==> src/rtl/iov_pkg.sv <==
// ----------------------------------------------------------------------------
// iov_pkg
// Shared types and codes for the IPv4 option area validator.
// ----------------------------------------------------------------------------
package iov_pkg;

  // option type codes
  localparam logic [7:0] OPT_EOP  = 8'd0;
  localparam logic [7:0] OPT_NOP  = 8'd1;
  localparam logic [7:0] OPT_RR   = 8'd7;
  localparam logic [7:0] OPT_LSRR = 8'd131;
  localparam logic [7:0] OPT_SSRR = 8'd137;

  // length and pointer limits
  localparam logic [7:0] MIN_ROUTE_LEN = 8'd3;
  localparam logic [7:0] MIN_OPT_LEN   = 8'd2;
  localparam logic [7:0] SR_TX_PTR     = 8'd4;

  typedef enum logic [2:0] {
    PH_TYPE = 3'd0,
    PH_LEN  = 3'd1,
    PH_PTR  = 3'd2,
    PH_BODY = 3'd3,
    PH_DONE = 3'd4
  } phase_t;

  typedef enum logic [1:0] {
    FLT_NONE  = 2'd0,
    FLT_LEN   = 2'd1,
    FLT_PTR   = 2'd2,
    FLT_SRPTR = 2'd3
  } fault_t;

  // one input beat
  typedef struct packed {
    logic [7:0] opt_byte;
    logic       is_last;
    logic       received;
  } beat_t;

  // one verdict
  typedef struct packed {
    logic   valid_res;
    fault_t fault;
  } verdict_t;

endpackage

==> src/rtl/iov_in_stage.sv <==
// ----------------------------------------------------------------------------
// iov_in_stage
// Input register: holds one beat until the parser takes it.
// ----------------------------------------------------------------------------
module iov_in_stage
  import iov_pkg::*;
(
  input  logic       clk,
  input  logic       rst,
  input  logic       in_valid,
  output logic       in_stall,
  input  logic [7:0] opt_byte,
  input  logic       is_last,
  input  logic       received,
  input  logic       take,
  output logic       beat_valid,
  output beat_t      beat
);

  logic load;

  // room when empty or when the held beat leaves this cycle
  assign in_stall = beat_valid && !take;
  assign load     = in_valid && !in_stall;

  always_ff @(posedge clk) begin
    if (rst) begin
      beat_valid <= 1'b0;
    end else if (load) begin
      beat_valid <= 1'b1;
    end else if (take) begin
      beat_valid <= 1'b0;
    end
  end

  always_ff @(posedge clk) begin
    if (load) begin
      beat.opt_byte <= opt_byte;
      beat.is_last  <= is_last;
      beat.received <= received;
    end
  end

endmodule

==> src/rtl/iov_parser.sv <==
// ----------------------------------------------------------------------------
// iov_parser
// Option parse state and the per-byte update; forms the verdict on the
// last beat of an area.
// ----------------------------------------------------------------------------
module iov_parser
  import iov_pkg::*;
(
  input  logic     clk,
  input  logic     rst,
  input  logic     beat_valid,
  input  beat_t    beat,
  input  logic     out_free,
  output logic     take,
  output logic     emit,
  output verdict_t res
);

  phase_t     phase, phase_next;
  logic [7:0] option_type, option_type_next;
  logic [7:0] option_length, option_length_next;
  logic [7:0] bytes_seen, bytes_seen_next;
  fault_t     first_fault, first_fault_next;

  logic       route;
  logic [8:0] len_p1;
  logic [7:0] len_m3;
  logic       body_done;

  // a last beat waits for room in the output register
  assign take = beat_valid && (!beat.is_last || out_free);
  assign emit = take && beat.is_last;

  assign route  = (option_type == OPT_RR) || (option_type == OPT_LSRR) ||
                  (option_type == OPT_SSRR);
  assign len_p1 = {1'b0, option_length} + 9'd1;
  assign len_m3 = beat.opt_byte - MIN_ROUTE_LEN;
  assign body_done = ((bytes_seen + 8'd1) >= option_length);

  // next state
  always_comb begin
    phase_next         = phase;
    option_type_next   = option_type;
    option_length_next = option_length;
    bytes_seen_next    = bytes_seen;
    first_fault_next   = first_fault;
    unique case (phase)
      PH_TYPE: begin
        if (beat.opt_byte == OPT_EOP) begin
          phase_next = PH_DONE;
        end else if (beat.opt_byte != OPT_NOP) begin
          option_type_next = beat.opt_byte;
          bytes_seen_next  = 8'd1;
          phase_next       = PH_LEN;
        end
      end
      PH_LEN: begin
        option_length_next = beat.opt_byte;
        bytes_seen_next    = 8'd2;
        if (route) begin
          if (beat.opt_byte < MIN_ROUTE_LEN || len_m3[1:0] != 2'd0) begin
            first_fault_next = FLT_LEN;
            phase_next       = PH_DONE;
          end else begin
            phase_next = PH_PTR;
          end
        end else if (beat.opt_byte < MIN_OPT_LEN) begin
          first_fault_next = FLT_LEN;
          phase_next       = PH_DONE;
        end else if (beat.opt_byte == MIN_OPT_LEN) begin
          phase_next = PH_TYPE;
        end else begin
          phase_next = PH_BODY;
        end
      end
      PH_PTR: begin
        bytes_seen_next = 8'd3;
        if ({1'b0, beat.opt_byte} > len_p1 || beat.opt_byte[1:0] != 2'd0) begin
          first_fault_next = FLT_PTR;
        end else if (option_type != OPT_RR &&
                     ((beat.received && {1'b0, beat.opt_byte} != len_p1) ||
                      (!beat.received && beat.opt_byte != SR_TX_PTR))) begin
          first_fault_next = FLT_SRPTR;
        end
        if (option_length <= 8'd3) begin
          phase_next = (first_fault_next != FLT_NONE) ? PH_DONE : PH_TYPE;
        end else begin
          phase_next = PH_BODY;
        end
      end
      PH_BODY: begin
        bytes_seen_next = bytes_seen + 8'd1;
        if (body_done) begin
          phase_next = (first_fault != FLT_NONE) ? PH_DONE : PH_TYPE;
        end
      end
      PH_DONE: begin
        phase_next = PH_DONE;
      end
      default: begin
        phase_next = PH_TYPE;
      end
    endcase
  end

  // verdict: an option still open at area end is a length fault
  always_comb begin
    unique case (phase_next)
      PH_LEN, PH_PTR, PH_BODY: res.fault = FLT_LEN;
      default:                 res.fault = first_fault_next;
    endcase
    res.valid_res = (res.fault == FLT_NONE);
  end

  always_ff @(posedge clk) begin
    if (rst || emit) begin
      phase         <= PH_TYPE;
      option_type   <= 8'd0;
      option_length <= 8'd0;
      bytes_seen    <= 8'd0;
      first_fault   <= FLT_NONE;
    end else if (take) begin
      phase         <= phase_next;
      option_type   <= option_type_next;
      option_length <= option_length_next;
      bytes_seen    <= bytes_seen_next;
      first_fault   <= first_fault_next;
    end
  end

endmodule

==> src/rtl/ipv4_option_validator.sv <==
// ----------------------------------------------------------------------------
// ipv4_option_validator
// Checks an IPv4 option area streamed one byte per beat; one verdict per area.
// ----------------------------------------------------------------------------
// Feed the option area one byte per beat with is_last on its final byte. A
// verdict beat (valid_res, fault) comes out only for that final byte; other
// bytes give none. The block takes one beat every cycle, sustained, as long as
// the output side is not stalled. The verdict for an area is formed while its
// last byte sits in the input register and the parse logic works on it; it
// then lands in the output register. The rate is set by the parse state
// update, which handles exactly one byte per cycle. A finished verdict may
// sit in the output register while the next area's bytes keep flowing; only
// a second last byte waits for that register to drain. After a verdict the
// parser is back in its start state, so the next beat opens a new area.
// ----------------------------------------------------------------------------
module ipv4_option_validator
  import iov_pkg::*;
(
  input  logic       clk,
  input  logic       rst,
  // input channel
  input  logic       in_valid,
  output logic       in_stall,
  input  logic [7:0] opt_byte,
  input  logic       is_last,
  input  logic       received,
  // verdict channel
  output logic       out_valid,
  input  logic       out_stall,
  output logic       valid_res,
  output logic [1:0] fault
);

  logic     beat_valid;
  beat_t    beat;
  logic     take;
  logic     emit;
  logic     out_free;
  verdict_t res;

  // output register is free when empty or being drained this cycle
  assign out_free = !out_valid || !out_stall;

  iov_in_stage u_in_stage (
    .clk        (clk),
    .rst        (rst),
    .in_valid   (in_valid),
    .in_stall   (in_stall),
    .opt_byte   (opt_byte),
    .is_last    (is_last),
    .received   (received),
    .take       (take),
    .beat_valid (beat_valid),
    .beat       (beat)
  );

  iov_parser u_parser (
    .clk        (clk),
    .rst        (rst),
    .beat_valid (beat_valid),
    .beat       (beat),
    .out_free   (out_free),
    .take       (take),
    .emit       (emit),
    .res        (res)
  );

  // output register
  always_ff @(posedge clk) begin
    if (rst) begin
      out_valid <= 1'b0;
    end else if (emit) begin
      out_valid <= 1'b1;
    end else if (!out_stall) begin
      out_valid <= 1'b0;
    end
  end

  always_ff @(posedge clk) begin
    if (emit) begin
      valid_res <= res.valid_res;
      fault     <= res.fault;
    end
  end

endmodule
==> config.mk <==
export PLATFORM = sky130hd
export DESIGN_NAME = ipv4_option_validator
export DESIGN_NICKNAME = d
export VERILOG_FILES = /design/src/rtl/iov_pkg.sv /design/src/rtl/iov_in_stage.sv /design/src/rtl/iov_parser.sv /design/src/rtl/ipv4_option_validator.sv
export SDC_FILE = /design/constraint.sdc
export NUM_CORES = 1
export LEC_CHECK = 0
export BUFFER_PORTS_ARGS = -buffer_cell sky130_fd_sc_hd__buf_2
export CORE_MARGIN = 2
export CORE_UTILIZATION = 60
export CTS_CLUSTER_DIAMETER = 100
export DETAILED_ROUTE_END_ITERATION = 12
export GPL_TIMING_DRIVEN = 0
export PLACE_DENSITY = 0.79
export SYNTH_ARGS = -nofsm -noshare
export SYNTH_HDL_FRONTEND = slang
export SYNTH_HIERARCHICAL = 1
export SYNTH_SLANG_ARGS = --single-unit
==> constraint.sdc <==
create_clock -name clk -period 6 [get_ports clk]
set_input_delay 0.6 -clock clk [delete_from_list [all_inputs] [get_ports clk]]
set_output_delay 0.6 -clock clk [all_outputs]
set_load 0.02 [all_outputs]
==> results.cfg, run 1 <==
[route]
initialDrtViolationCount = 195
vias_per_cell = 6.09
drc = 0
wl_per_cell_um = 14.9
dr_total_vias = 2283
drt_first_pass_iters = 4
antenna_left = 0
finalWirelength_mm = 5.60

[run]
drv_cap = 0

[synthesis]
netlist_instances = 299
synth_top_area_share_pct = 23.9
syn_area_sq_um = 2600
syn_nets = 331
ys_ff_latch = 44
synth.avg_cell_area_sq_um = 8.69
yosysSeqAreaShare_pct = 38.9
ys_async_sr_fraction_pct = 0
ys_types = 54
synth_ff_type = dfxtp_1
yosys_warnings = 6
synthTopCellsByArea = dfxtp_1, edfxtp_1, ha_1
yosysTopAreaCell = dfxtp_1
synth_edf_count = 13

[global_routing]
overflow = 0
grt_max_degree = 14
grtUsageTotal_pct = 24.3
grt_pass1_vias = 2086
antenna_found_initial = 0
grt_pass1_wl_mm = 9.48

[timing]
whs_ns = 0.458
layout_min_cycle_time_ns = 2.95
drv_slew = 0
finalHoldViolations = 0
fmax_mhz = 339
finalCritPeriodShare_pct = 49.2
tns_ns = 0
fin_skew_ns = 0.00928
setup_viol = 0
timing.slew.headroom_pct = 50.1
rsz0062_at_grt = no
tightest_slew_ns = 0.747

[die]
start_util_pct = 63.6
fp.dieH_um = 69.8
core_area_sq_um = 4090
die_area_sq_um = 4870
ios = 19
die_w_um = 69.8
num_rows = 23

[place]
port_buffers = 18
routabilityCongestion = 0.837
dp_hpwl_mm = 4.24

[worst_setup_path]
cp.arrival_ns = 2.99
crit_path_cell_trace = ha_1 > and3_1 > nand3_1 > xnor2_1 > ha_1 > nand3_1 > or3_1 > o2111ai_1 > nand2_1 > a211oi_1 > nor2_1
cp_max_fo = 6
required_ns = 6.04
cp_slowest_cell = or3_1
end_kind = register
slowest_delay_ns = 0.46
critPathKind = register to register
worst_setup_path_start_kind = register

[worst_hold_path]
holdCritPathClass = register to register

[cells_and_area]
fillers = 338
final_cell_mix = nand2_1, dfxtp_1, a21oi_1, nor2_1, buf_2
final_nets = 356
area_growth_pct = 10.0
layout_commonest_cell = nand2_1
drive_gt1_share_pct = 12.6
diodes = 0

[power]
leakagePower_nw = 1.06
peakVddDrop_mv = 0.185
p_per_area_nw_per_um2 = 227

[cts]
postCtsSetupBuffers = 0
ctsResizeCount = 0
cts_root_buffer = clkbuf_8
cts_tree = built
cts_buffers = 5
ctsHoldBuffers = 0
insertion_delay_ns = 0.29
cts.htree.levels = 2
cts_buffer_depth = 2
cts.clk_slew.worst_paths_ns = 0.08
clock_sinks = 44

[status]
outcome = complete, no violations
==> metal layers <==
| layer | vias to the layer above | track usage [%] | part of all wire [%] |
|---|---|---|---|
| li1 | 1140 | - | - |
| met1 | 1062 | 32.9 | 47 |
| met2 | 69 | 38.7 | 45 |
| met3 | 12 | 4.36 | 4.9 |
| met4 | 0 | 9.19 | 2.4 |
| met5 | - | 0 | 0 |
==> logic make-up after synthesis <==
family                   share of synthesized area, %
buffers and inverters                            3.71
AO/OA/AOI/OAI                                    17.9
adder cells (fa/ha/maj)                          8.67
XOR/XNOR                                         4.38
AND/OR/NAND/NOR                                  26.4
flip-flops                                       38.9
==> metrics by stage <==
stage          power [mW]  util [%]  instance area, sq um  cells  setup slack [ns]
5_1_grt             0.677      69.9                  2860    375              2.74
2_1_floorplan       0.407         -                  2600    299              3.45
4_1_cts             0.650      69.9                  2860    375              3.06
3_3_place_gp        0.432      67.3                  2750    367              3.13
6_report            0.648      69.9                  2860    375              3.05
3_5_place_dp        0.434      67.3                  2750    367              3.09
==> worst max-delay path, delay by kind of cell (launching register included) <==
family          cells  cell delay [ns]
compound gates      2             0.44
xor+xnor            1             0.15
fa+ha+maj           2             0.51
flops               1             0.45
simple gates        6             1.16
==> synthesized netlist by cell type (all sizes together) (5+ instances only) <==
| cell | number |
|---|---|
| nand3 | 19 |
| a211oi | 5 |
| and3 | 8 |
| nor2 | 23 |
| ha | 18 |
| clkbuf | 7 |
| inv | 15 |
| edfxtp | 13 |
| nor3 | 6 |
| xnor2 | 10 |
| o21ai | 16 |
| dfxtp | 31 |
| nor2b | 5 |
| nand2 | 33 |
| a21oi | 29 |
==> flip-flops by register name, summed over array words and instances, names as in the netlist <==
register and flops:
u_in_stage/beat 10, u_parser/bytes_seen 8, u_parser/option_length 8, u_parser/option_type 8
u_parser/phase 3, fault 2, u_parser/first_fault 2, out_valid 1
u_in_stage/beat_valid 1, valid_res 1
==> worst paths after layout <==
check,slack (ns),to,cells after the start,start
max,3.05,fault[1],11,u_parser/option_length[0]
min,0.46,u_parser/option_type[0],2,u_parser/option_type[0]
max reg2reg,3.05,fault[1],11,u_parser/option_length[0]
min reg2reg,0.46,u_parser/option_type[0],2,u_parser/option_type[0]
==> cell type report <==
| type | count | area [sq um] | area share [%] |
|---|---|---|---|
| Buffer | 9 | 36.3 | 1.27 |
| Clock buffer | 6 | 72.6 | 2.54 |
| Clock inverter | 2 | 35.0 | 1.23 |
| Inverter | 16 | 60.1 | 2.10 |
| Multi-Input combinational cell | 230 | 1490 | 52.1 |
| Sequential cell | 44 | 1010 | 35.4 |
| Tap cell | 50 | 62.6 | 2.19 |
| Timing Repair Buffer | 18 | 90.1 | 3.15 |
==> power by group <==
group          internal (mW)  switching [mW]
sequential             0.321          0.0124
clock                  0.123          0.0948
combinational         0.0366          0.0599
total                  0.481           0.167
No activity file was read; power rests on OpenSTA's default activity.
==> inputs of run 2 (changes only) <==
- ABC_AREA: default -> 1
- clock period: 6 -> 2.87 ns (I/O delays scaled with it)
==> results.cfg, run 2 <==
[status]
outcome = complete, no violations

[worst_setup_path]
endpoint = fault[1]
reg2reg_slack_ns = 0.23
required_ns = 2.93
timing.rr.end = fault[1]
cp.arrival_ns = 2.70
cp_max_fo = 5
timing.rr.start = u_parser/option_length[2]
worstRegToRegCells = 15
critPathKind = register to register
crit_path_start = u_parser/option_length[2]
worst_setup_path_start_kind = register
end_kind = register

[synthesis]
synth_top_family_by_area = simple AND/OR/NAND/NOR gates
synth_top_area_share_pct = 24.0
synthTopCellsByArea = dfxtp_1, edfxtp_1, nand2_1
synth_ff_type = dfxtp_1
netlist_instances = 343
synth_simple_gate_area_share_pct = 25.8
ys_types = 36
yosysSeqAreaShare_pct = 39.1
synth.area.mux_share_pct = 0
yosys_warnings = 6
synth_edf_count = 13
yosysTopAreaCell = dfxtp_1
syn_nets = 375
ys_ff_latch = 44
synth_fa_ha_area_share_pct = 8.72
synth_xor_xnor_area_share_pct = 3.73
synthTopCellsByCount = nand2_1, inv_1, nor2_1
synth.avg_cell_area_sq_um = 7.53
ys_async_sr_fraction_pct = 0
synth_most_common_cell = nand2_1
synth_compound_area_share_pct = 13.9
syn_area_sq_um = 2580

[power]
p_per_area_nw_per_um2 = 490
peakVddDrop_mv = 0.389
total_power_mw = 1.41
power.switching_mw = 0.391
seq_power_share_pct = 50.5
p_clk_share_pct = 33.7
pwr-share-comb_pct = 15.8
p_int_mw = 1.02
sw_frac_of_total_pct = 27.8
leakagePower_nw = 1.29

[die]
start_util_pct = 63.6
die_area_sq_um = 4840
ios = 19
core_area_sq_um = 4060
num_rows = 23
die_w_um = 69.6
fp.dieH_um = 69.6

[timing]
setup_ws_ns = 0.234
layout_min_cycle_time_ns = 2.64
setup_viol = 0
drv_slew = 0
rsz0062_at_grt = no
fmax_mhz = 379
fin_skew_ns = 0.00497
finalHoldViolations = 0
timing.slew.headroom_pct = 52.7
finalCritPeriodShare_pct = 91.8
tightest_slew_ns = 0.708

[cells_and_area]
final_cell_mix = nand2_1, inv_1, nor2_1, a21oi_1, dfxtp_1
layout_commonest_cell = nand2_1
drive_gt1_share_pct = 15.2
largest_register = u_in_stage/beat
fin_util_pct = 70.8
design_area_sq_um = 2870
largest_reg_flops = 10
final_nets = 400
diodes = 0
area_growth_pct = 11.2

[run]
drv_cap = 0

[route]
antenna_left = 0
drt-met1-wl_mm = 2.41
wl_per_cell_um = 12.6
drc = 0
dr_total_vias = 2227
routed.top_layer = met4
finalWirelength_mm = 5.27
initialDrtViolationCount = 93
wl_met2_mm = 2.54
dr_wl_met3_um = 253
vias_per_cell = 5.32
drt_first_pass_iters = 5

[cts]
cts_buffers = 5
cts_buffer_depth = 2
postCtsSetupBuffers = 0
cts_tree = built
insertion_delay_ns = 0.30
cts.clk_slew.worst_paths_ns = 0.08
clock_sinks = 44
cts_root_buffer = clkbuf_8
cts.htree.levels = 2

[place]
placed_cell_area_sq_um = 2740
pre_cts_slack_ns = -0.0105
port_buffers = 18
dp_hpwl_mm = 4.03
routabilityCongestion = 0.854

[worst_hold_path]
holdCritPathClass = primary input to register
hold_depth = 1

[global_routing]
grt_pass1_wl_mm = 9.14
overflow = 0
grt_pass1_vias = 2167
grtUsageTotal_pct = 23.3
grt_max_degree = 15
antenna_found_initial = 0
[run 2: how the worst min path moves through the flow]
| stage | start | end | slack, ns |
|---|---|---|---|
| final | is_last | u_in_stage/beat[1] | 0.16 |
| after CTS | opt_byte[6] | u_in_stage/beat[8] | 0.16 |
| after detailed placement | u_parser/bytes_seen[1] | u_parser/bytes_seen[1] | 0.46 |
| after floorplan | rst | out_valid | 0.35 |
| after global routing | opt_byte[2] | u_in_stage/beat[4] | 0.15 |
| after global placement | u_parser/bytes_seen[1] | u_parser/bytes_seen[1] | 0.45 |
[run 2: cell families after synthesis]
kind of cell	count (synthesis)
buf+inv	57
xor+xnor	11
compound gates	63
simple gates	150
flops	44
fa+ha+maj	18
[run 2: power by group through the flow]
stage / registers [mW] / clock network, mW / logic (mW)
global route: 0.716 / 0.511 / 0.254
floorplan: 0.718 / 0 / 0.163
finish: 0.710 / 0.474 / 0.222
global placement: 0.724 / 0 / 0.212
CTS: 0.710 / 0.481 / 0.220
detailed placement: 0.724 / 0 / 0.219
[run 2: cell type report]
| cell class | count | area [sq um] |
|---|---|---|
| well taps | 50 | 62.6 |
| fillers | 338 | 1180 |
| plain buffers | 4 | 25.0 |
| flip-flops and latches | 44 | 1020 |
| clock inverters | 3 | 42.5 |
| inverters | 53 | 199 |
| repair buffers | 18 | 90.1 |
| multi-input cells | 242 | 1370 |
| clock buffers | 5 | 68.8 |
[run 2: per-layer routing]
| layer | vias to the layer above | global-route usage, % |
|---|---|---|
| met5 | - | 0 |
| met4 | 0 | 6.32 |
| met3 | 7 | 5.38 |
| met2 | 47 | 40.4 |
| met1 | 999 | 28.9 |
| li1 | 1174 | - |
[run 2: worst max-delay path, stage by stage, from the launching register on]
cell and delay [ns]:
dfxtp_4 0.38, inv_1 0.10, nor4_4 0.32, nand3_1 0.13, xor2_1 0.16, ha_1 0.30
nand2_1 0.05, inv_1 0.06, nand2_1 0.07, nor2_2 0.11, nand3_1 0.14, a21oi_2 0.14
nand3_1 0.07, nand2_1 0.08, nand2_1 0.09, and2_2 0.19
[run 2: repair_timing]
item / CTS / global route
setup endpoints to repair: 1 / 6
hold buffers: 0 / 0
cloned: 0 / 0
pin swaps: 0 / 4
resized for setup: 1 / 8
[run 2: metrics by stage]
step           setup TNS, ns  instances  hold WS [ns]
2_1_floorplan              0        343         0.349
3_3_place_gp               0        411         0.451
3_5_place_dp         -0.0105        411         0.456
4_1_cts                    0        419         0.157
5_1_grt                    0        419         0.148
6_report                   0        419         0.160
